`config.mk`:
```
export PLATFORM = sky130hd
export DESIGN_NAME = iom_cell
export DESIGN_NICKNAME = d
export VERILOG_FILES = /design/src/rtl/iom_pkg.sv /design/src/rtl/iom_cell.sv
export SDC_FILE = /design/constraint.sdc
export NUM_CORES = 1
export LEC_CHECK = 0
export BUFFER_PORTS_ARGS = -buffer_cell sky130_fd_sc_hd__buf_2
export CORE_AREA = 5 5 214 216
export CTS_CLUSTER_DIAMETER = 30
export DETAILED_ROUTE_END_ITERATION = 10
export DIE_AREA = 0 0 219 221
export PLACE_DENSITY = 0.54
export REMOVE_ABC_BUFFERS = 1
export SLEW_MARGIN = 0
export SYNTH_ARGS = -nofsm -noshare
export SYNTH_HDL_FRONTEND = slang
export SYNTH_SLANG_ARGS = --single-unit
```
`constraint.sdc`:
```
create_clock -name clk -period 8.4 [get_ports clk]
set_clock_uncertainty 0.15 [all_clocks]
set_input_delay 1.26 -clock clk [delete_from_list [all_inputs] [get_ports clk]]
set_output_delay 1.26 -clock clk [all_outputs]
set_load 0.05 [all_outputs]
```
`src/rtl/iom_pkg.sv`:
```
// Package: shared types, codes and sizes of the interval overlap matcher.
`default_nettype none
package iom_pkg;

	localparam int IDX_W      = 6;
	localparam int CNT_W      = 7;
	localparam int MAX_ENTRIES = 64;
	localparam int CFG_IDX_W  = 1;
	localparam int CFG_DATA_W = 3;

	// Request modes
	localparam logic [1:0] MODE_LOAD  = 2'd0;
	localparam logic [1:0] MODE_QUERY = 2'd1;
	localparam logic [1:0] MODE_DUMP  = 2'd2;
	localparam logic [1:0] MODE_CLEAR = 2'd3;

	// Result kinds
	localparam logic [1:0] KIND_MATCH = 2'd0;
	localparam logic [1:0] KIND_TOTAL = 2'd1;
	localparam logic [1:0] KIND_NONE  = 2'd2;
	localparam logic [1:0] KIND_FULL  = 2'd3;

	// Strand modes
	localparam logic [2:0] SM_IGNORE   = 3'd0;
	localparam logic [2:0] SM_SAME     = 3'd1;
	localparam logic [2:0] SM_OPPOSITE = 3'd2;
	localparam logic [2:0] SM_FLAG     = 3'd3;
	localparam logic [2:0] SM_SPLIT    = 3'd4;

	// Register indexes
	localparam logic [CFG_IDX_W-1:0] REG_STRAND_MODE  = 1'd0;
	localparam logic [CFG_IDX_W-1:0] REG_EMIT_UNFOUND = 1'd1;

	localparam logic [15:0] MAX16 = 16'hFFFF;
	localparam logic [47:0] MAX48 = 48'hFFFF_FFFF_FFFF;

	typedef struct packed {
		logic [1:0]  mode;
		logic [7:0]  chrom_id;
		logic [31:0] start_pos;
		logic [31:0] end_pos;
		logic        strand;
		logic [31:0] weight;
	} req_t;

	typedef struct packed {
		logic [1:0]  kind;
		logic [5:0]  entry_index;
		logic [1:0]  overlap_class;
		logic        antisense;
		logic        split_group;
		logic [15:0] found_count;
		logic [47:0] sense_total;
		logic [47:0] antisense_total;
		logic        last;
	} rsp_t;

	typedef struct packed {
		logic [7:0]  chrom;
		logic [31:0] start_pos;
		logic [31:0] end_pos;
		logic        strand;
		logic [15:0] cnt;
		logic [47:0] psum;
		logic [47:0] ssum;
	} entry_t;

	// Control from the sequencer to the cell row
	typedef struct packed {
		logic             shift;
		logic             load;
		logic [IDX_W-1:0] load_idx;
	} cell_ctl_t;

	typedef enum logic [1:0] {
		ST_IDLE,
		ST_SCAN,
		ST_FLUSH
	} state_t;

endpackage
`default_nettype wire

```
`src/rtl/iom_cell.sv`:
```
// One cell of the entry ring: holds one stored interval and its totals.
`default_nettype none
module iom_cell (
	input  wire              clk,
	input  wire              shift,
	input  wire              load,
	input  iom_pkg::entry_t  load_data,
	input  iom_pkg::entry_t  shift_in,
	output iom_pkg::entry_t  q
);
	import iom_pkg::*;

	entry_t entry_q;

	// Shift from the neighbor, or take a freshly loaded entry
	always_ff @(posedge clk) begin
		if (shift) begin
			entry_q <= shift_in;
		end else if (load) begin
			entry_q <= load_data;
		end
	end

	assign q = entry_q;

endmodule
`default_nettype wire

```
==> results.cfg <==
[detailed_routing]
met3WireLength_mm = 2.435
wl_met1_mm = 10.07
ant_nets = 0
routed_via_density = 3.614
vias = 5630
routed_wl_mm = 27.06
met2_length_mm = 14.04
wire_per_inst_um = 17.37
first_iter_violations = 204
drc_errors = 0
top_layer = met4
firstDrtPassIters = 4

[timing]
maxSlewHeadroom_pct = 39.00
fin_crit_sh_pct = 41.82
setup_viol = 0
setup_tns_ps = 0
hold_viol_final = 0
hold_slack_ps = 932.7
rsz0062_at_grt = no
min_period_ps = 3513
worst_pin_slew_ps = 914.9
final_max_slew_viol_count = 0
max_freq_mhz = 284.7
setup_slack_ps = 4887

[place]
dp.final_hpwl_mm = 21.77
place_ws_ps = 4370
gp_congestion = 0.8105
placed_cells = 1526
numPortBuffers = 557

[finish]
seq_area_um2 = 5555
num-fill-cells = 4574
post-route-util_pct = 28.26
largest_reg_flops = 185
layout-drive-gt1-share_pct = 80.33
stdcell_count = 1558
final_cell_mix = 556 x buf_2, 185 x edfxtp_1, 139 x mux2_4
area_growth_pct = 47.55
multi_input_comb_area_um2 = 2614
antenna_cells = 0
nNetsFinal = 1326
layout_commonest_cell = buf_2

[clock_tree]
numClockSinks = 185
cts-root-buf = clkbuf_16
holdBufCountCts = 0
clk_pin_slew_worst_paths_ps = 70
cts_buffer_depth = 2
postCtsSetupRepairBufs = 0
htree_levels = 4
numCtsBuffers = 17
ctsResizeCount = 0
cts_tree = yes

[die]
die_area_um2 = 48400
row_count = 77
die_width_um = 219
ios = 558
die_y_um = 221
start_util_pct = 19.15
floorplan.core_area_um2 = 43740

[synthesis]
synth_top_area_cell = edfxtp_1
synth.distinct_cells = 6
syn-mean-instance-area_um2 = 21.37
synthCells = 392
yosys_warnings = 0
netlist.area_leader.share_pct = 66.31
yosys-top-cells-area = edfxtp_1 66%, mux2_4 25%, mux2_2 6.2%
ys_ff_latch = 185
ys_seq_area_share_pct = 66.31
syn_area_um2 = 8378

[power_and_ir_drop]
power_per_cell_area_nw_per_um2 = 221.5
power.leakage_nw = 5.719
irDropWorstVdd_mv = 0.1162

[critical_path]
cp_max_fo = 53
crit_path_end_kind = flop
required_ps = 8470
crit_end = q[9]$_DFFE_PP_
critPathLaunchType = primary input
crit_arrival_ps = 3580
cp-startpoint = shift
critPathKind = primary input to flop

[global_route]
grt_pass1_wl_mm = 38.66
antenna_found_initial = 3
grt.overflow.total = 0
grt_max_degree = 61
grt_pass1_vias = 6243
track_usage_pct = 10.89

[min_path]
hp-class = primary input to flop

[job]
maxCapViolations = 0

[run_status]
status = finished, final reports clean
cells by family (layout without fill, tap and decap cells):
| family | Yosys count | in the layout | share of synthesized area, % |
|---|---|---|---|
| muxes | 185 | 185 | 31.09 |
| and+or+nand+nor | 1 | 1 | 0.07472 |
| DFF | 185 | 185 | 66.31 |
| buffers and inverters | 21 | 595 | 2.524 |
cells in the mapped netlist (all sizes together):
library cell / n
edfxtp: 185
mux2: 185
buf: 21
or2: 1
critical path, cell delays in order:
cell and delay (ps):
buf_8 280, buf_4 670, buf_4 820, mux2_2 420
worst min-delay path by stage:
stage / from / end / slack (ps) / cells past startpoint
global route: shift_in[172] / q[172]$_DFFE_PP_ / 890 / 2
CTS: load_data[130] / q[130]$_DFFE_PP_ / 870 / 2
global placement: shift_in[95] / q[95]$_DFFE_PP_ / 1410 / 2
finish: shift_in[78] / q[78]$_DFFE_PP_ / 930 / 2
floorplan: shift_in[100] / q[100]$_DFFE_PP_ / 1330 / 1
detailed placement: shift_in[93] / q[93]$_DFFE_PP_ / 1410 / 2
through the flow:
| step | cell area [um^2] | total power, mW |
|---|---|---|
| after floorplan | 8167 | 1.664 |
| after global placement | 11750 | 1.907 |
| after detailed placement | 11750 | 1.910 |
| after CTS | 12360 | 2.791 |
| after global routing | 12360 | 2.848 |
| final | 12360 | 2.739 |
report_power, final:
group          switching [mW]  internal (mW)  total (mW)
sequential             0.0290           1.13        1.16
combinational           0.495          0.223       0.717
clock                   0.362          0.496       0.859
final cells by class:
type	count	share of cell area, %
flip-flops and latches	185	44.94
repair buffers	563	23.00
multi-input cells	186	21.14
well taps	592	5.992
clock buffers	20	3.532
clock inverters	12	1.397
routing by layer:
layer,track usage (%),vias up
li1,-,2668
met1,11.44,2647
met2,19.31,285
met3,4.593,30
met4,4.092,0
met5,0,-
(Power assumes the default switching activity.)
