`config.mk`:
```
export PLATFORM = sky130hd
export DESIGN_NAME = iom_ctrl
export DESIGN_NICKNAME = d
export VERILOG_FILES = /design/src/rtl/iom_pkg.sv /design/src/rtl/iom_ctrl.sv
export SDC_FILE = /design/constraint.sdc
export NUM_CORES = 1
export LEC_CHECK = 0
export BUFFER_PORTS_ARGS = -buffer_cell sky130_fd_sc_hd__buf_2
export CORE_AREA = 2 2 317 319
export CTS_BUF_LIST = sky130_fd_sc_hd__clkbuf_8
export DETAILED_ROUTE_END_ITERATION = 8
export DIE_AREA = 0 0 319 321
export PLACE_DENSITY_LB_ADDON = 0.3
export SYNTH_ARGS = -nofsm -noshare
export SYNTH_HDL_FRONTEND = slang
export SYNTH_SLANG_ARGS = --single-unit
```
`constraint.sdc`:
```
create_clock -name clk -period 30.9 [get_ports clk]
set_input_delay 1.545 -clock clk [delete_from_list [all_inputs] [get_ports clk]]
set_output_delay 1.545 -clock clk [all_outputs]
set_load 0.02 [all_outputs]
```
`src/rtl/iom_pkg.sv`:
```
// Package: shared types, codes and sizes of the interval overlap matcher.
`default_nettype none
package iom_pkg;

	localparam int IDX_W      = 6;
	localparam int CNT_W      = 7;
	localparam int MAX_ENTRIES = 64;
	localparam int CFG_IDX_W  = 1;
	localparam int CFG_DATA_W = 3;

	// Request modes
	localparam logic [1:0] MODE_LOAD  = 2'd0;
	localparam logic [1:0] MODE_QUERY = 2'd1;
	localparam logic [1:0] MODE_DUMP  = 2'd2;
	localparam logic [1:0] MODE_CLEAR = 2'd3;

	// Result kinds
	localparam logic [1:0] KIND_MATCH = 2'd0;
	localparam logic [1:0] KIND_TOTAL = 2'd1;
	localparam logic [1:0] KIND_NONE  = 2'd2;
	localparam logic [1:0] KIND_FULL  = 2'd3;

	// Strand modes
	localparam logic [2:0] SM_IGNORE   = 3'd0;
	localparam logic [2:0] SM_SAME     = 3'd1;
	localparam logic [2:0] SM_OPPOSITE = 3'd2;
	localparam logic [2:0] SM_FLAG     = 3'd3;
	localparam logic [2:0] SM_SPLIT    = 3'd4;

	// Register indexes
	localparam logic [CFG_IDX_W-1:0] REG_STRAND_MODE  = 1'd0;
	localparam logic [CFG_IDX_W-1:0] REG_EMIT_UNFOUND = 1'd1;

	localparam logic [15:0] MAX16 = 16'hFFFF;
	localparam logic [47:0] MAX48 = 48'hFFFF_FFFF_FFFF;

	typedef struct packed {
		logic [1:0]  mode;
		logic [7:0]  chrom_id;
		logic [31:0] start_pos;
		logic [31:0] end_pos;
		logic        strand;
		logic [31:0] weight;
	} req_t;

	typedef struct packed {
		logic [1:0]  kind;
		logic [5:0]  entry_index;
		logic [1:0]  overlap_class;
		logic        antisense;
		logic        split_group;
		logic [15:0] found_count;
		logic [47:0] sense_total;
		logic [47:0] antisense_total;
		logic        last;
	} rsp_t;

	typedef struct packed {
		logic [7:0]  chrom;
		logic [31:0] start_pos;
		logic [31:0] end_pos;
		logic        strand;
		logic [15:0] cnt;
		logic [47:0] psum;
		logic [47:0] ssum;
	} entry_t;

	// Control from the sequencer to the cell row
	typedef struct packed {
		logic             shift;
		logic             load;
		logic [IDX_W-1:0] load_idx;
	} cell_ctl_t;

	typedef enum logic [1:0] {
		ST_IDLE,
		ST_SCAN,
		ST_FLUSH
	} state_t;

endpackage
`default_nettype wire

```
`src/rtl/iom_ctrl.sv`:
```
// Sequencer: takes requests, inspects the ring head, updates totals, emits results.
`default_nettype none
module iom_ctrl #(
	parameter int ENTRIES = iom_pkg::MAX_ENTRIES
) (
	input  wire                clk,
	input  wire                arst_n,
	input  wire                req_valid,
	output logic               req_ready,
	input  iom_pkg::req_t      req_data,
	output logic               rsp_valid,
	input  wire                rsp_ready,
	output iom_pkg::rsp_t      rsp_data,
	input  wire [2:0]          strand_mode,
	input  wire                emit_unfound,
	input  iom_pkg::entry_t    head,
	output iom_pkg::entry_t    tail_in,
	output iom_pkg::entry_t    load_data,
	output iom_pkg::cell_ctl_t ctl
);
	import iom_pkg::*;

	localparam logic [IDX_W-1:0] LAST_IDX = IDX_W'(ENTRIES - 1);
	localparam logic [CNT_W-1:0] FULL_CNT = CNT_W'(ENTRIES);

	state_t state_q, state_n;
	logic [CNT_W-1:0] used_q;
	logic [IDX_W-1:0] k_q;
	req_t  qry_q;
	logic  full_q;
	logic  hold_v_q;
	rsp_t  hold_q;
	logic  rsp_valid_q;
	rsp_t  rsp_q;

	logic   accept, can_push, push, step;
	rsp_t   push_data, hit_rsp;
	logic   hit;
	logic [2:0] sm;
	logic   differ, sc, ec, relevant, overlap;
	logic [1:0] cls;
	logic [48:0] sum_w;
	logic [47:0] add_src, add_res;
	entry_t upd;

	assign accept   = req_valid && req_ready;
	assign can_push = !rsp_valid_q || rsp_ready;

	// Head entry examination
	always_comb begin
		sm = (strand_mode > SM_SPLIT) ? SM_IGNORE : strand_mode;
		differ  = head.strand != qry_q.strand;
		overlap = !(head.end_pos < qry_q.start_pos || head.start_pos > qry_q.end_pos);
		sc = qry_q.start_pos >= head.start_pos;
		ec = qry_q.end_pos <= head.end_pos;
		cls = (sc && ec) ? 2'd0 : sc ? 2'd1 : ec ? 2'd2 : 2'd3;
		relevant = ({1'b0, k_q} < used_q);
		if (qry_q.mode == MODE_QUERY) begin
			hit = relevant && (head.chrom == qry_q.chrom_id) && overlap
				&& !(sm == SM_SAME && differ) && !(sm == SM_OPPOSITE && !differ);
		end else begin
			hit = relevant && ((head.cnt != 16'd0) || emit_unfound);
		end
	end

	// Saturating updates of the head entry on a query hit
	always_comb begin
		upd = head;
		add_src = (sm == SM_SPLIT && differ) ? head.ssum : head.psum;
		sum_w = {1'b0, add_src} + {17'd0, qry_q.weight};
		add_res = sum_w[48] ? MAX48 : sum_w[47:0];
		if (hit && qry_q.mode == MODE_QUERY) begin
			upd.cnt = (head.cnt == MAX16) ? head.cnt : head.cnt + 16'd1;
			if (sm == SM_SPLIT && differ) begin
				upd.ssum = add_res;
			end else begin
				upd.psum = add_res;
			end
		end
	end

	assign tail_in = upd;

	// Result built for the head entry
	always_comb begin
		hit_rsp = '0;
		hit_rsp.entry_index     = k_q;
		hit_rsp.found_count     = upd.cnt;
		hit_rsp.sense_total     = upd.psum;
		hit_rsp.antisense_total = upd.ssum;
		if (qry_q.mode == MODE_QUERY) begin
			hit_rsp.kind          = KIND_MATCH;
			hit_rsp.overlap_class = cls;
			hit_rsp.antisense     = (sm != SM_IGNORE) && differ;
			hit_rsp.split_group   = (sm == SM_SPLIT) && differ;
		end else begin
			hit_rsp.kind = KIND_TOTAL;
		end
	end

	// Next state
	always_comb begin
		state_n = state_q;
		unique case (state_q)
			ST_IDLE: begin
				if (accept) begin
					if (req_data.mode == MODE_QUERY || req_data.mode == MODE_DUMP) begin
						state_n = ST_SCAN;
					end else if (req_data.mode == MODE_LOAD && used_q >= FULL_CNT) begin
						state_n = ST_FLUSH;
					end
				end
			end
			ST_SCAN: begin
				if (can_push && k_q == LAST_IDX) begin
					state_n = ST_FLUSH;
				end
			end
			ST_FLUSH: begin
				if (can_push) begin
					state_n = ST_IDLE;
				end
			end
			default: state_n = ST_IDLE;
		endcase
	end

	// Outputs of the sequencer
	always_comb begin
		req_ready    = 1'b0;
		step         = 1'b0;
		push         = 1'b0;
		push_data    = hold_q;
		ctl.shift    = 1'b0;
		ctl.load     = 1'b0;
		ctl.load_idx = used_q[IDX_W-1:0];
		unique case (state_q)
			ST_IDLE: begin
				req_ready = 1'b1;
				ctl.load  = accept && req_data.mode == MODE_LOAD && used_q < FULL_CNT;
			end
			ST_SCAN: begin
				step      = can_push;
				ctl.shift = can_push;
				push      = can_push && hit && hold_v_q;
				push_data.last = 1'b0;
			end
			ST_FLUSH: begin
				push = can_push;
				if (hold_v_q) begin
					push_data.last = 1'b1;
				end else begin
					push_data      = '0;
					push_data.kind = full_q ? KIND_FULL : KIND_NONE;
					push_data.last = 1'b1;
				end
			end
			default: ;
		endcase
	end

	always_comb begin
		load_data           = '0;
		load_data.chrom     = req_data.chrom_id;
		load_data.start_pos = req_data.start_pos;
		load_data.end_pos   = req_data.end_pos;
		load_data.strand    = req_data.strand;
	end

	// Control registers
	always_ff @(posedge clk or negedge arst_n) begin
		if (!arst_n) begin
			state_q     <= ST_IDLE;
			used_q      <= '0;
			k_q         <= '0;
			full_q      <= 1'b0;
			hold_v_q    <= 1'b0;
			rsp_valid_q <= 1'b0;
		end else begin
			state_q <= state_n;
			if (accept) begin
				k_q      <= '0;
				hold_v_q <= 1'b0;
				full_q   <= (req_data.mode == MODE_LOAD) && (used_q >= FULL_CNT);
				if (req_data.mode == MODE_CLEAR) begin
					used_q <= '0;
				end else if (req_data.mode == MODE_LOAD && used_q < FULL_CNT) begin
					used_q <= used_q + CNT_W'(1);
				end
			end
			if (step) begin
				k_q <= k_q + IDX_W'(1);
				if (hit) begin
					hold_v_q <= 1'b1;
				end
			end
			if (state_q == ST_FLUSH && can_push) begin
				hold_v_q <= 1'b0;
			end
			if (push) begin
				rsp_valid_q <= 1'b1;
			end else if (rsp_ready) begin
				rsp_valid_q <= 1'b0;
			end
		end
	end

	// Payload registers
	always_ff @(posedge clk) begin
		if (accept) begin
			qry_q <= req_data;
		end
		if (step && hit) begin
			hold_q <= hit_rsp;
		end
		if (push) begin
			rsp_q <= push_data;
		end
	end

	assign rsp_valid = rsp_valid_q;
	assign rsp_data  = rsp_q;

	a_used_bound: assert property (@(posedge clk) disable iff (!arst_n)
		used_q <= FULL_CNT) else $error("entry count above table size");
	a_scan_end: assert property (@(posedge clk) disable iff (!arst_n)
		(state_q == ST_SCAN && can_push && k_q == LAST_IDX) |=> (state_q == ST_FLUSH))
		else $error("scan did not end after a full ring turn");
	a_flush_out: assert property (@(posedge clk) disable iff (!arst_n)
		(state_q == ST_FLUSH && can_push) |=> (rsp_valid_q && rsp_q.last))
		else $error("final result missing");

endmodule
`default_nettype wire

```
==> results.sh, run 1 <==
export IMPL_antenna_left=0
export IMPL_ys_flop_type="edfxtp_1"
export IMPL_required_ns=29.36
export IMPL_cp_num_cells=16
export IMPL_crit_fanout=30
export IMPL_hp_class="reg2reg"
export IMPL_cp_end_kind="primary output"
export IMPL_leakagePower_nw=12.2
export IMPL_hold_path_depth=1
export IMPL_power_density_nw_per_um2=71.1
export IMPL_cp_cell_sequence="buf_2 -> nor3b_1 -> and2b_2 -> buf_4 -> nand2_1 -> nand2_1 -> ha_1 -> a21oi_1 -> o21ai_1 -> a221o_1 -> a21oi_1 -> o21ai_0 -> o21ai_4 -> nand2_1 -> o22a_1 -> buf_2"
export IMPL_drc=0
export IMPL_grt_overflow_total=0
export IMPL_use_met3_pct=4.30
export IMPL_cp_arrival_ns=7.43
export IMPL_syn_area_sq_um=23600
export IMPL_finish_utilization_pct=27.8
export IMPL_h_tree_depth=3
export IMPL_crit_type="in2out"
export IMPL_finalSetupTns_ns=0
export IMPL_portBuffers=692
export IMPL_peakVddDrop_mv=0.0410
export IMPL_clock_sinks=373
export IMPL_vias=17800
export IMPL_vias_per_cell=4.41
export IMPL_fp_coreArea_sq_um=99300
export IMPL_nets=3161
export IMPL_fmax_ghz=0.111
export IMPL_grt_max_degree=69
export IMPL_fin_crit_sh_pct=29.1
export IMPL_area_growth_pct=17.2
export IMPL_die_w_um=319
export IMPL_drive_gt1_share_pct=32.6
export IMPL_grt_first_pass_wirelength_um=122000
export IMPL_wl_per_cell_um=21.6
export IMPL_die_y_um=321
export IMPL_drtIter0Drc=1016
export IMPL_slowest_delay_ns=0.99
export IMPL_cts_resized=0
export IMPL_worstSetupStartpointType="input pin"
export IMPL_wl_um=87200
export IMPL_maxCapViolations=0
export IMPL_rsz0062_at_grt="false"
export IMPL_fin_area_sq_um=27600
export IMPL_dpl_instance_area_sq_um=26200
export IMPL_final_max_slew_viol_count=0
export IMPL_period_needed_ns=8.98
export IMPL_synth_ff_latch_count=373
export IMPL_pin_count=805
export IMPL_finalHoldViolCount=0
export IMPL_grtUsageMet1_pct=19.4
export IMPL_grt_pass1_vias=17200
export IMPL_timing_hold_ws_ns=0.498
export IMPL_worstMarginPinSlew_ns=1.13
export IMPL_dp_hpwl_um=69500
export IMPL_clockBufferDepth=3
export IMPL_numCtsBuffers=74
export IMPL_drt_pass1_iterations=5
export IMPL_reg2reg_to="rsp_data[23]"
export IMPL_synthCells=2218
export IMPL_cts_setup_buffers=0
export IMPL_row_count=116
export IMPL_synth_edf_count=355
export IMPL_setup_viol=0
export IMPL_critPathTopFamily="compound AO/OA/AOI/OAI gates"
export IMPL_clk_pin_slew_ns=0.07
export IMPL_hold_path_endpoint="rsp_data[115]"
export IMPL_reg2reg_from="qry_q[44]"
export IMPL_crit_top_cell="nand2_1"
export IMPL_slowest_stage="o21ai_4"
export IMPL_hold_buffers=0
export IMPL_synth_area_per_cell_sq_um=10.6
export IMPL_outcome="finished clean"
export IMPL_grt_util_met2_pct=28.9
export IMPL_initial_utilization_pct=23.7
export IMPL_async_flop_share_pct=4.83
export IMPL_cts_root_buf="clkbuf_8"
export IMPL_hp_start="hold_q[115]"
export IMPL_grt_util_all_layers_pct=16.5
export IMPL_yosysSeqAreaShare_pct=47.2
export IMPL_yosysWarnings=0
export IMPL_synth_distinct_cells=75
export IMPL_worst_path_buf_inv=3
export IMPL_clk_latency_ns=0.72
export IMPL_cts_tree="yes"
export IMPL_fin_skew_ns=0.0543
export IMPL_gp_congestion=0.883
export IMPL_relSlewSlack_pct=24.4
export IMPL_r2r_slack_ns=24.23
export IMPL_antenna_found_initial=29
export IMPL_ff2ff_path_depth=12
export IMPL_busiest_layer="met2"
export IMPL_die_area_sq_um=102000
cells by family (layout without fill, tap and decap cells):
logic type               after synthesis  in the layout  synth area share, %
AND/OR/NAND/NOR                      617            617                 13.5
buffers and inverters                602           1008                 15.7
XOR/XNOR                              47             47                 1.75
other                                  1            118               0.0159
flip-flops                           373            373                 47.2
adder cells (fa/ha/maj)              177            177                 9.43
AO/OA/AOI/OAI                        327            327                 8.94
multiplexers                          74             74                 3.48
cell usage after synthesis (5+ instances only):
cell type / number / area (sq um)
a21boi_0: 5 / 37.5
clkbuf_1: 32 / 120
nand2b_1: 15 / 93.8
buf_4: 379 / 2850
nor3_1: 27 / 135
ha_1: 176 / 2200
nand4_1: 46 / 288
xnor2_1: 16 / 140
inv_1: 173 / 649
xor2_1: 31 / 272
edfxtp_1: 355 / 10700
nand3_1: 35 / 175
and2_1: 127 / 795
a21oi_1: 93 / 465
dfrtp_1: 18 / 450
mux2i_1: 10 / 100
and3_1: 23 / 144
a21o_1: 21 / 158
nor3b_1: 6 / 45.0
o21ai_0: 70 / 350
nor2b_1: 19 / 119
or2_2: 5 / 31.3
o21ai_1: 5 / 25.0
o22a_1: 11 / 96.3
or3_1: 5 / 31.3
o21a_1: 21 / 158
a211oi_1: 11 / 82.6
and4_1: 8 / 70.1
buf_1: 7 / 26.3
mux2_2: 63 / 709
a22oi_1: 8 / 60.1
nand2_1: 196 / 736
nor4_1: 17 / 106
o31ai_1: 8 / 60.1
a31oi_1: 11 / 68.8
buf_2: 10 / 50.1
o211ai_1: 12 / 90.1
nor2_1: 74 / 278
cell type report:
type	count	area (sq um)
fillers	10600	71700
inverters	173	654
repair buffers	708	3580
clock buffers	76	1050
multi-input cells	1354	9210
clock inverters	51	354
flip-flops and latches	373	11100
well taps	1298	1620
diodes	6	15.0
routing by layer:
layer	share of wire [%]	up-vias	wire length (um)
li1	-	8329	-
met1	40	8546	35200
met2	50	759	43300
met3	7.1	145	6200
met4	2.8	24	2410
met5	0.18	-	157
sequential cells by signal (all words and copies together), names as in the netlist:
name       count
full_q         1
hold_q       123
hold_v_q       1
k_q            6
qry_q        107
rsp_data     125
rsp_valid      1
state_q        2
used_q         7
cell usage in the layout, fill, tap and decap left out, drive strengths merged, types with 8 or more instances in the layout:
cell / Yosys / final
a21oi: 93 / 93
and2: 127 / 127
a21o: 21 / 21
a211oi: 11 / 11
mux2: 64 / 64
edfxtp: 355 / 355
a22oi: 8 / 8
clkbuf: 33 / 76
xnor2: 16 / 16
and4: 8 / 8
mux2i: 10 / 10
nand2b: 15 / 15
o22a: 11 / 11
nor2: 74 / 74
inv: 173 / 194
dfrtp: 18 / 18
o31ai: 9 / 9
a31oi: 11 / 11
o211ai: 12 / 12
ha: 176 / 176
clkinv: 0 / 25
o21ai: 75 / 75
nor3: 28 / 28
nand3: 35 / 35
nand4: 46 / 46
conb: 1 / 112
xor2: 31 / 31
nor4: 18 / 18
o21a: 21 / 21
and3: 23 / 23
nand2: 196 / 196
buf: 396 / 708
nor2b: 19 / 19
power by group:
part           total (mW)  internal, mW  switching, mW  leakage (nW)
Clock               0.504         0.257          0.247         0.780
Combinational       0.690         0.212          0.477          7.91
Sequential          0.769         0.727         0.0419          3.53
how the worst max path moves through the flow:
stage	end	slack, ns	start
floorplan	rsp_data[0]	19.08	head[159]
global placement	tail_in[39]	21.78	strand_mode[0]
detailed placement	tail_in[39]	21.68	strand_mode[0]
CTS	tail_in[39]	21.65	strand_mode[0]
global route	tail_in[21]	21.44	strand_mode[2]
finish	tail_in[21]	21.92	strand_mode[0]
worst reg2reg max path: cells and delay by family, from the launching register on:
kind	cells	cell delay, ns
AOI/OAI and AO/OA	2	1.55
DFF	1	0.35
buffers and inverters	3	1.50
adders and majority gates	1	0.30
and+or+nand+nor	6	2.57
stage by stage:
stage               setup slack, ns  total power, mW  std cells
detailed placement            21.68             1.48       3906
CTS                           21.65             2.00       4033
floorplan                     19.08             1.24       2329
global placement              21.78             1.48       3906
global route                  21.44             2.08       4037
finish                        21.92             1.96       4039
Note: power is estimated with default switching activity, not from simulation.
==> run 2, diff against run 1 <==
--- a/config.mk
+++ b/config.mk
@@ -5,11 +5,12 @@
 export SDC_FILE = /design/constraint.sdc
 export NUM_CORES = 1
 export LEC_CHECK = 0
+export ABC_AREA = 1
 export BUFFER_PORTS_ARGS = -buffer_cell sky130_fd_sc_hd__buf_2
-export CORE_AREA = 2 2 317 319
+export CORE_AREA = 2 2 310 312
 export CTS_BUF_LIST = sky130_fd_sc_hd__clkbuf_8
 export DETAILED_ROUTE_END_ITERATION = 8
-export DIE_AREA = 0 0 319 321
+export DIE_AREA = 0 0 312 314
 export PLACE_DENSITY_LB_ADDON = 0.3
 export SYNTH_ARGS = -nofsm -noshare
 export SYNTH_HDL_FRONTEND = slang
==> constraint.sdc (replaced) <==
create_clock -name clk -period 8.4 [get_ports clk]
set_input_delay 0.42 -clock clk [delete_from_list [all_inputs] [get_ports clk]]
set_output_delay 0.42 -clock clk [all_outputs]
set_load 0.02 [all_outputs]
==> run 2 against run 1 <==
Sequential cell count stayed put; critical endpoint is now tail_in[24]; critical path type is now reg2out; highest routed layer unchanged; largest power group unchanged; sequential share of layout area is 2.9 points lower; combinational power grew to 4.0 times the previous value.
==> results.sh, run 2 <==
export IMPL_clock_sinks=373
export IMPL_crit_type="reg2out"
export IMPL_die_w_um=312
export IMPL_cp_end_kind="primary output"
export IMPL_cts_tree="yes"
export IMPL_row_count=113
export IMPL_cts_resized=0
export IMPL_nets=3867
export IMPL_synth_top_cell_by_area="edfxtp_1"
export IMPL_wl_um=91900
export IMPL_cts_root_buf="clkbuf_8"
export IMPL_hold_path_depth=3
export IMPL_instances_no_fill=4722
export IMPL_grt_max_degree=82
export IMPL_hp_class="in2reg"
export IMPL_required_ns=7.98
export IMPL_synthCells=2795
export IMPL_clockBufferDepth=3
export IMPL_fp_coreArea_sq_um=94400
export IMPL_critPathTopFamily="simple AND/OR/NAND/NOR gates"
export IMPL_relSlewSlack_pct=35.4
export IMPL_busiest_layer="met2"
export IMPL_timing_final_ws_setup_ns=2.33
export IMPL_finalSetupTns_ns=0
export IMPL_clk_pin_slew_ns=0.06
export IMPL_antenna_found_initial=14
export IMPL_largest_reg_flops=125
export IMPL_fmax_ghz=0.165
export IMPL_async_flop_share_pct=4.83
export IMPL_grt_overflow_total=0
export IMPL_power_density_nw_per_um2=250
export IMPL_maxCapViolations=0
export IMPL_drc=0
export IMPL_grt_util_all_layers_pct=18.1
export IMPL_vias_per_cell=4.29
export IMPL_ys_flop_type="edfxtp_1"
export IMPL_wl_per_cell_um=19.5
export IMPL_numCtsBuffers=73
export IMPL_vias=20300
export IMPL_yosysSeqAreaShare_pct=45.3
export IMPL_synth_ff_latch_count=373
export IMPL_worstMarginPinSlew_ns=0.969
export IMPL_die_area_sq_um=98000
export IMPL_synth_distinct_cells=60
export IMPL_drtIter0Drc=1504
export IMPL_pre_cts_slack_ns=2.83
export IMPL_yosysWarnings=0
export IMPL_setup_viol=0
export IMPL_final_common_cell="buf_2"
export IMPL_post_synth_top_count_cell="nand2_1"
export IMPL_synthTopCellsByArea="edfxtp_1, buf_4, ha_1"
export IMPL_finish_utilization_pct=31.5
export IMPL_clk_latency_ns=0.70
export IMPL_reg2reg_from="qry_q[32]"
export IMPL_drive_gt1_share_pct=25.6
export IMPL_grt_first_pass_wirelength_um=130000
export IMPL_finalPower_mw=7.44
export IMPL_gp_congestion=0.906
export IMPL_grtUsageMet1_pct=23.3
export IMPL_die_y_um=314
export IMPL_synth_top_cell_area_share_pct=43.5
export IMPL_grt_util_met2_pct=29.9
export IMPL_slowest_delay_ns=0.50
export IMPL_worstSetupStartpointType="flip-flop"
export IMPL_worst_path_buf_inv=4
export IMPL_dpl_cell_count=4452
export IMPL_reg2reg_to="hold_q[25]"
export IMPL_pin_count=805
export IMPL_rsz0062_at_grt="false"
export IMPL_fillers=10100
export IMPL_period_needed_ns=6.07
export IMPL_synth_area_per_cell_sq_um=8.77
export IMPL_fin_crit_sh_pct=72.2
export IMPL_leakagePower_nw=14.7
export IMPL_outcome="finished clean"
export IMPL_finalHoldViolCount=0
export IMPL_cp_cell_sequence="xor2_1 -> nand2_4 -> o21ai_0 -> ha_1 -> inv_1 -> fa_1 -> o21ai_1 -> nand4_1 -> nand3_1 -> nand2_1 -> nand2_1 -> nand2_1 -> nand2_1 -> nand2_2 -> nor2_4 -> inv_2 -> nand3_2 -> o21ai_1 -> inv_1 -> buf_2"
export IMPL_hold_path_endpoint="hold_q[81]"
export IMPL_cp_arrival_ns=5.65
export IMPL_ff2ff_path_depth=19
export IMPL_r2r_slack_ns=3.47
export IMPL_crit_fanout=62
export IMPL_fin_skew_ns=0.0368
export IMPL_drt_pass1_iterations=6
export IMPL_synth_edf_count=355
export IMPL_synth_commonest_cells="nand2_1, inv_1, buf_4, edfxtp_1, nor2_1"
export IMPL_h_tree_depth=3
export IMPL_initial_utilization_pct=26.0
export IMPL_peakVddDrop_mv=0.195
export IMPL_dp_hpwl_um=72700
export IMPL_use_met3_pct=5.02
export IMPL_syn_area_sq_um=24500
export IMPL_antenna_left=0
export IMPL_slowest_stage="inv_2"
export IMPL_area_growth_pct=21.2
export IMPL_hp_start="head[80]"
export IMPL_crit_top_cell="nand2_1"
export IMPL_portBuffers=692
export IMPL_final_max_slew_viol_count=0
export IMPL_grt_pass1_vias=19700
export IMPL_layout_common_cells="buf_2, nand2_1, inv_1"
[run 2: area by class of cell]
type,count,area (sq um),area share [%]
sequential,373,11100,37.4
multi-input combinational,1621,8950,30.1
clock inverter,62,373,1.25
tap,1265,1580,5.32
timing repair buffer,832,4830,16.3
clock buffer,74,1020,3.43
inverter,489,1850,6.22
antenna,6,15.0,0.0505
[run 2: worst max path at each step]
stage | cells past startpoint | endpoint | from
4_1_cts | 20 | tail_in[24] | qry_q[32]
3_5_place_dp | 21 | tail_in[24] | strand_mode[0]
5_1_grt | 20 | tail_in[49] | qry_q[32]
6_report | 20 | tail_in[24] | qry_q[32]
3_3_place_gp | 21 | tail_in[24] | strand_mode[0]
2_1_floorplan | 15 | rsp_data[0] | head[152]
[run 2: tightest hold or removal path, stage by stage]
cell,delay (ns)
buf_2,0.07
inv_1,0.06
o21ai_2,0.14
[run 2: cell families (layout without fill, tap and decap cells)]
kind of cell | Yosys count | after routing | synth area share [%]
fa+ha+maj | 177 | 177 | 9.06
xor+xnor | 38 | 38 | 1.36
other cells | 1 | 118 | 0.0153
mux | 2 | 2 | 0.0867
buf+inv | 912 | 1457 | 20.0
flops | 373 | 373 | 45.3
compound gates | 305 | 305 | 7.15
simple gates | 987 | 987 | 17.1
[run 2: repair_timing]
item / CTS / global route
buffers inserted: 0 / 0
hold buffers: 128 / 0
hold endpoints to repair: 145 / 0
[run 2: metrics by stage]
step	hold slack, ns	area, sq um
after floorplan	0.124	24900
after global placement	0.394	27000
after detailed placement	0.393	27000
after CTS	0.000750	29700
after global routing	0.0371	29700
final	0.0988	29700
[run 2: metal layers]
metal | vias to the layer above | part of all wire, %
li1 | 9732 | -
met1 | 9585 | 43
met2 | 811 | 46
met3 | 125 | 7.7
met4 | 14 | 2.4
met5 | - | 0.096
[run 2: report_power, final]
| group | internal, mW | switching [mW] |
|---|---|---|
| logic | 0.764 | 2.00 |
| registers | 2.69 | 0.165 |
| clock network | 0.926 | 0.888 |
==> run 3, diff against run 2 <==
--- a/config.mk
+++ b/config.mk
@@ -7,10 +7,10 @@
 export LEC_CHECK = 0
 export ABC_AREA = 1
 export BUFFER_PORTS_ARGS = -buffer_cell sky130_fd_sc_hd__buf_2
-export CORE_AREA = 2 2 310 312
+export CORE_AREA = 2 2 316 318
 export CTS_BUF_LIST = sky130_fd_sc_hd__clkbuf_8
 export DETAILED_ROUTE_END_ITERATION = 8
-export DIE_AREA = 0 0 312 314
+export DIE_AREA = 0 0 318 320
 export PLACE_DENSITY_LB_ADDON = 0.3
 export SYNTH_ARGS = -nofsm -noshare
 export SYNTH_HDL_FRONTEND = slang
==> constraint.sdc (replaced) <==
create_clock -name clk -period 5.3 [get_ports clk]
set_input_delay 0.265 -clock clk [delete_from_list [all_inputs] [get_ports clk]]
set_output_delay 0.265 -clock clk [all_outputs]
set_load 0.02 [all_outputs]
==> run 3 against run 2 <==
Power increased by 60%; non-clock buffer count up 75; largest cell class unchanged; clock power grew 57%; combinational power rose by 64%; critical path depth unchanged; wire length increased by 4.8%; final area grew 2.9%; cell count increased by 1.9%.
==> results.sh, run 3 (same netlist as run 2, synthesis figures left out) <==
export IMPL_critPathTopFamily="buffers and inverters"
export IMPL_required_ns=5.04
export IMPL_power_density_nw_per_um2=390
export IMPL_final_max_slew_viol_count=0
export IMPL_maxCapViolations=0
export IMPL_peakVddDrop_mv=0.211
export IMPL_clk_latency_ns=0.70
export IMPL_drive_gt1_share_pct=25.6
export IMPL_fillers=10400
export IMPL_ff2ff_path_depth=19
export IMPL_slowest_delay_ns=0.44
export IMPL_finalSetupTns_ns=0
export IMPL_antenna_left=0
export IMPL_period_needed_ns=5.05
export IMPL_setup_viol=0
export IMPL_outcome="finished clean"
export IMPL_slowest_stage="edfxtp_1"
export IMPL_initial_utilization_pct=25.0
export IMPL_die_y_um=320
export IMPL_numCtsBuffers=75
export IMPL_antenna_found_initial=13
export IMPL_die_area_sq_um=102000
export IMPL_cp_cell_sequence="xor2_4 -> nand2_8 -> buf_4 -> o21ai_1 -> ha_1 -> nand2_1 -> nand2_1 -> a31oi_1 -> o21a_1 -> nor2_1 -> nor2_1 -> nand2_1 -> nand2_2 -> nor2_4 -> inv_2 -> buf_4 -> nand2_1 -> o21ai_1 -> inv_1 -> buf_2"
export IMPL_leakagePower_nw=15.1
export IMPL_fin_skew_ns=0.0521
export IMPL_grt_util_all_layers_pct=18.1
export IMPL_worst_path_buf_inv=5
export IMPL_pin_count=805
export IMPL_layout_common_cells="buf_2, nand2_1, inv_1"
export IMPL_hp_start="head[19]"
export IMPL_vias=20600
export IMPL_area_growth_pct=24.7
export IMPL_crit_type="reg2out"
export IMPL_reg2reg_to="hold_q[10]"
export IMPL_fin_crit_sh_pct=95.3
export IMPL_largest_reg_flops=125
export IMPL_final_common_cell="buf_2"
export IMPL_fmax_ghz=0.198
export IMPL_hold_path_endpoint="hold_q[20]"
export IMPL_rsz0062_at_grt="true"
export IMPL_grt_first_pass_wirelength_um=134000
export IMPL_row_count=115
export IMPL_hold_path_depth=5
export IMPL_gp_congestion=0.894
export IMPL_clock_sinks=373
export IMPL_reg2reg_from="qry_q[32]"
export IMPL_cts_tree="yes"
export IMPL_grt_pass1_vias=19900
export IMPL_clockBufferDepth=3
export IMPL_multi_input_area_sq_um=9020
export IMPL_portBuffers=692
export IMPL_crit_top_cell="nand2_1"
export IMPL_vias_per_cell=4.28
export IMPL_h_tree_depth=3
export IMPL_die_w_um=318
export IMPL_relSlewSlack_pct=46.2
export IMPL_cp_end_kind="primary output"
export IMPL_dpl_cell_count=4487
export IMPL_timing_final_ws_setup_ns=0.247
export IMPL_cts_root_buf="clkbuf_8"
export IMPL_crit_fanout=25
export IMPL_dp_hpwl_um=75900
export IMPL_grt_max_degree=77
export IMPL_pre_cts_slack_ns=0.502
export IMPL_register_area_sq_um=11100
export IMPL_drtIter0Drc=1399
export IMPL_nets=3945
export IMPL_wl_per_cell_um=20.0
export IMPL_wl_um=96200
export IMPL_fp_coreArea_sq_um=98000
export IMPL_drc=0
export IMPL_r2r_slack_ns=1.10
export IMPL_finalHoldViolCount=0
export IMPL_instances_no_fill=4812
export IMPL_hp_class="in2reg"
export IMPL_cp_arrival_ns=4.79
export IMPL_drt_pass1_iterations=5
export IMPL_grt_overflow_total=0
export IMPL_worstMarginPinSlew_ns=0.800
export IMPL_worstSetupStartpointType="flip-flop"
export IMPL_clk_pin_slew_ns=0.06
-- run 3: metrics by stage --
| stage | utilization (%) | total power, mW | hold slack (ns) | cell area [sq um] |
|---|---|---|---|---|
| after floorplan | - | 7.45 | -0.0306 | 24900 |
| after global placement | 27.8 | 9.02 | 0.244 | 27200 |
| after detailed placement | 27.8 | 9.02 | 0.243 | 27200 |
| after CTS | 31.1 | 12.1 | 0.00688 | 30500 |
| after global routing | 31.2 | 12.7 | 0.0352 | 30600 |
| final | 31.2 | 11.9 | 0.105 | 30600 |
-- run 3: how the worst max path moves through the flow --
stage / from / to / cells past startpoint
2_1_floorplan: qry_q[40] / rsp_data[0] / 16
3_3_place_gp: strand_mode[0] / tail_in[12] / 20
3_5_place_dp: strand_mode[0] / tail_in[12] / 20
4_1_cts: qry_q[32] / tail_in[9] / 20
5_1_grt: qry_q[32] / tail_in[9] / 20
6_report: qry_q[32] / tail_in[9] / 20
-- run 3: area by class of cell --
class	count	area share, %
tap	1287	5.26
clock buffer	76	3.42
multi-input combinational	1622	29.5
timing repair buffer	907	18.4
sequential	373	36.3
inverter	489	6.04
antenna	5	0.0409
clock inverter	53	1.01
-- run 3: layer usage --
| metal | vias up | GRT usage [%] | share of wire [%] |
|---|---|---|---|
| li1 | 9891 | - | - |
| met4 | 12 | 4.57 | 1.9 |
| met1 | 9721 | 24.0 | 45 |
| met2 | 827 | 29.6 | 46 |
| met5 | - | 0 | 0.081 |
| met3 | 126 | 4.24 | 7.0 |
-- run 3: worst register-to-register path: stages (launching register included) --
cell and delay (ns):
edfxtp_1 0.44, xor2_4 0.28, nand2_8 0.19, buf_4 0.29
o21ai_1 0.30, ha_1 0.38, nand2_1 0.09, nand2_1 0.07
a31oi_1 0.23, o21a_1 0.19, nor2_1 0.05, nor2_1 0.14
nand2_1 0.14, nand2_2 0.13, nor2_4 0.04, inv_2 0.24
buf_4 0.27, nand2_1 0.11, o21ai_1 0.26, inv_1 0.09
-- run 3: repair_timing --
action                     CTS  global route
gates resized for setup      8            10
hold endpoints to repair   207             0
cloned                       0             1
setup buffers                0             3
pin swaps                    0             2
setup endpoints to repair   53            96
hold buffers               187             0
-- run 3: where the power goes --
group / internal [mW] / switching (mW)
Combinational: 1.30 / 3.24
Clock: 1.48 / 1.37
Sequential: 4.26 / 0.296
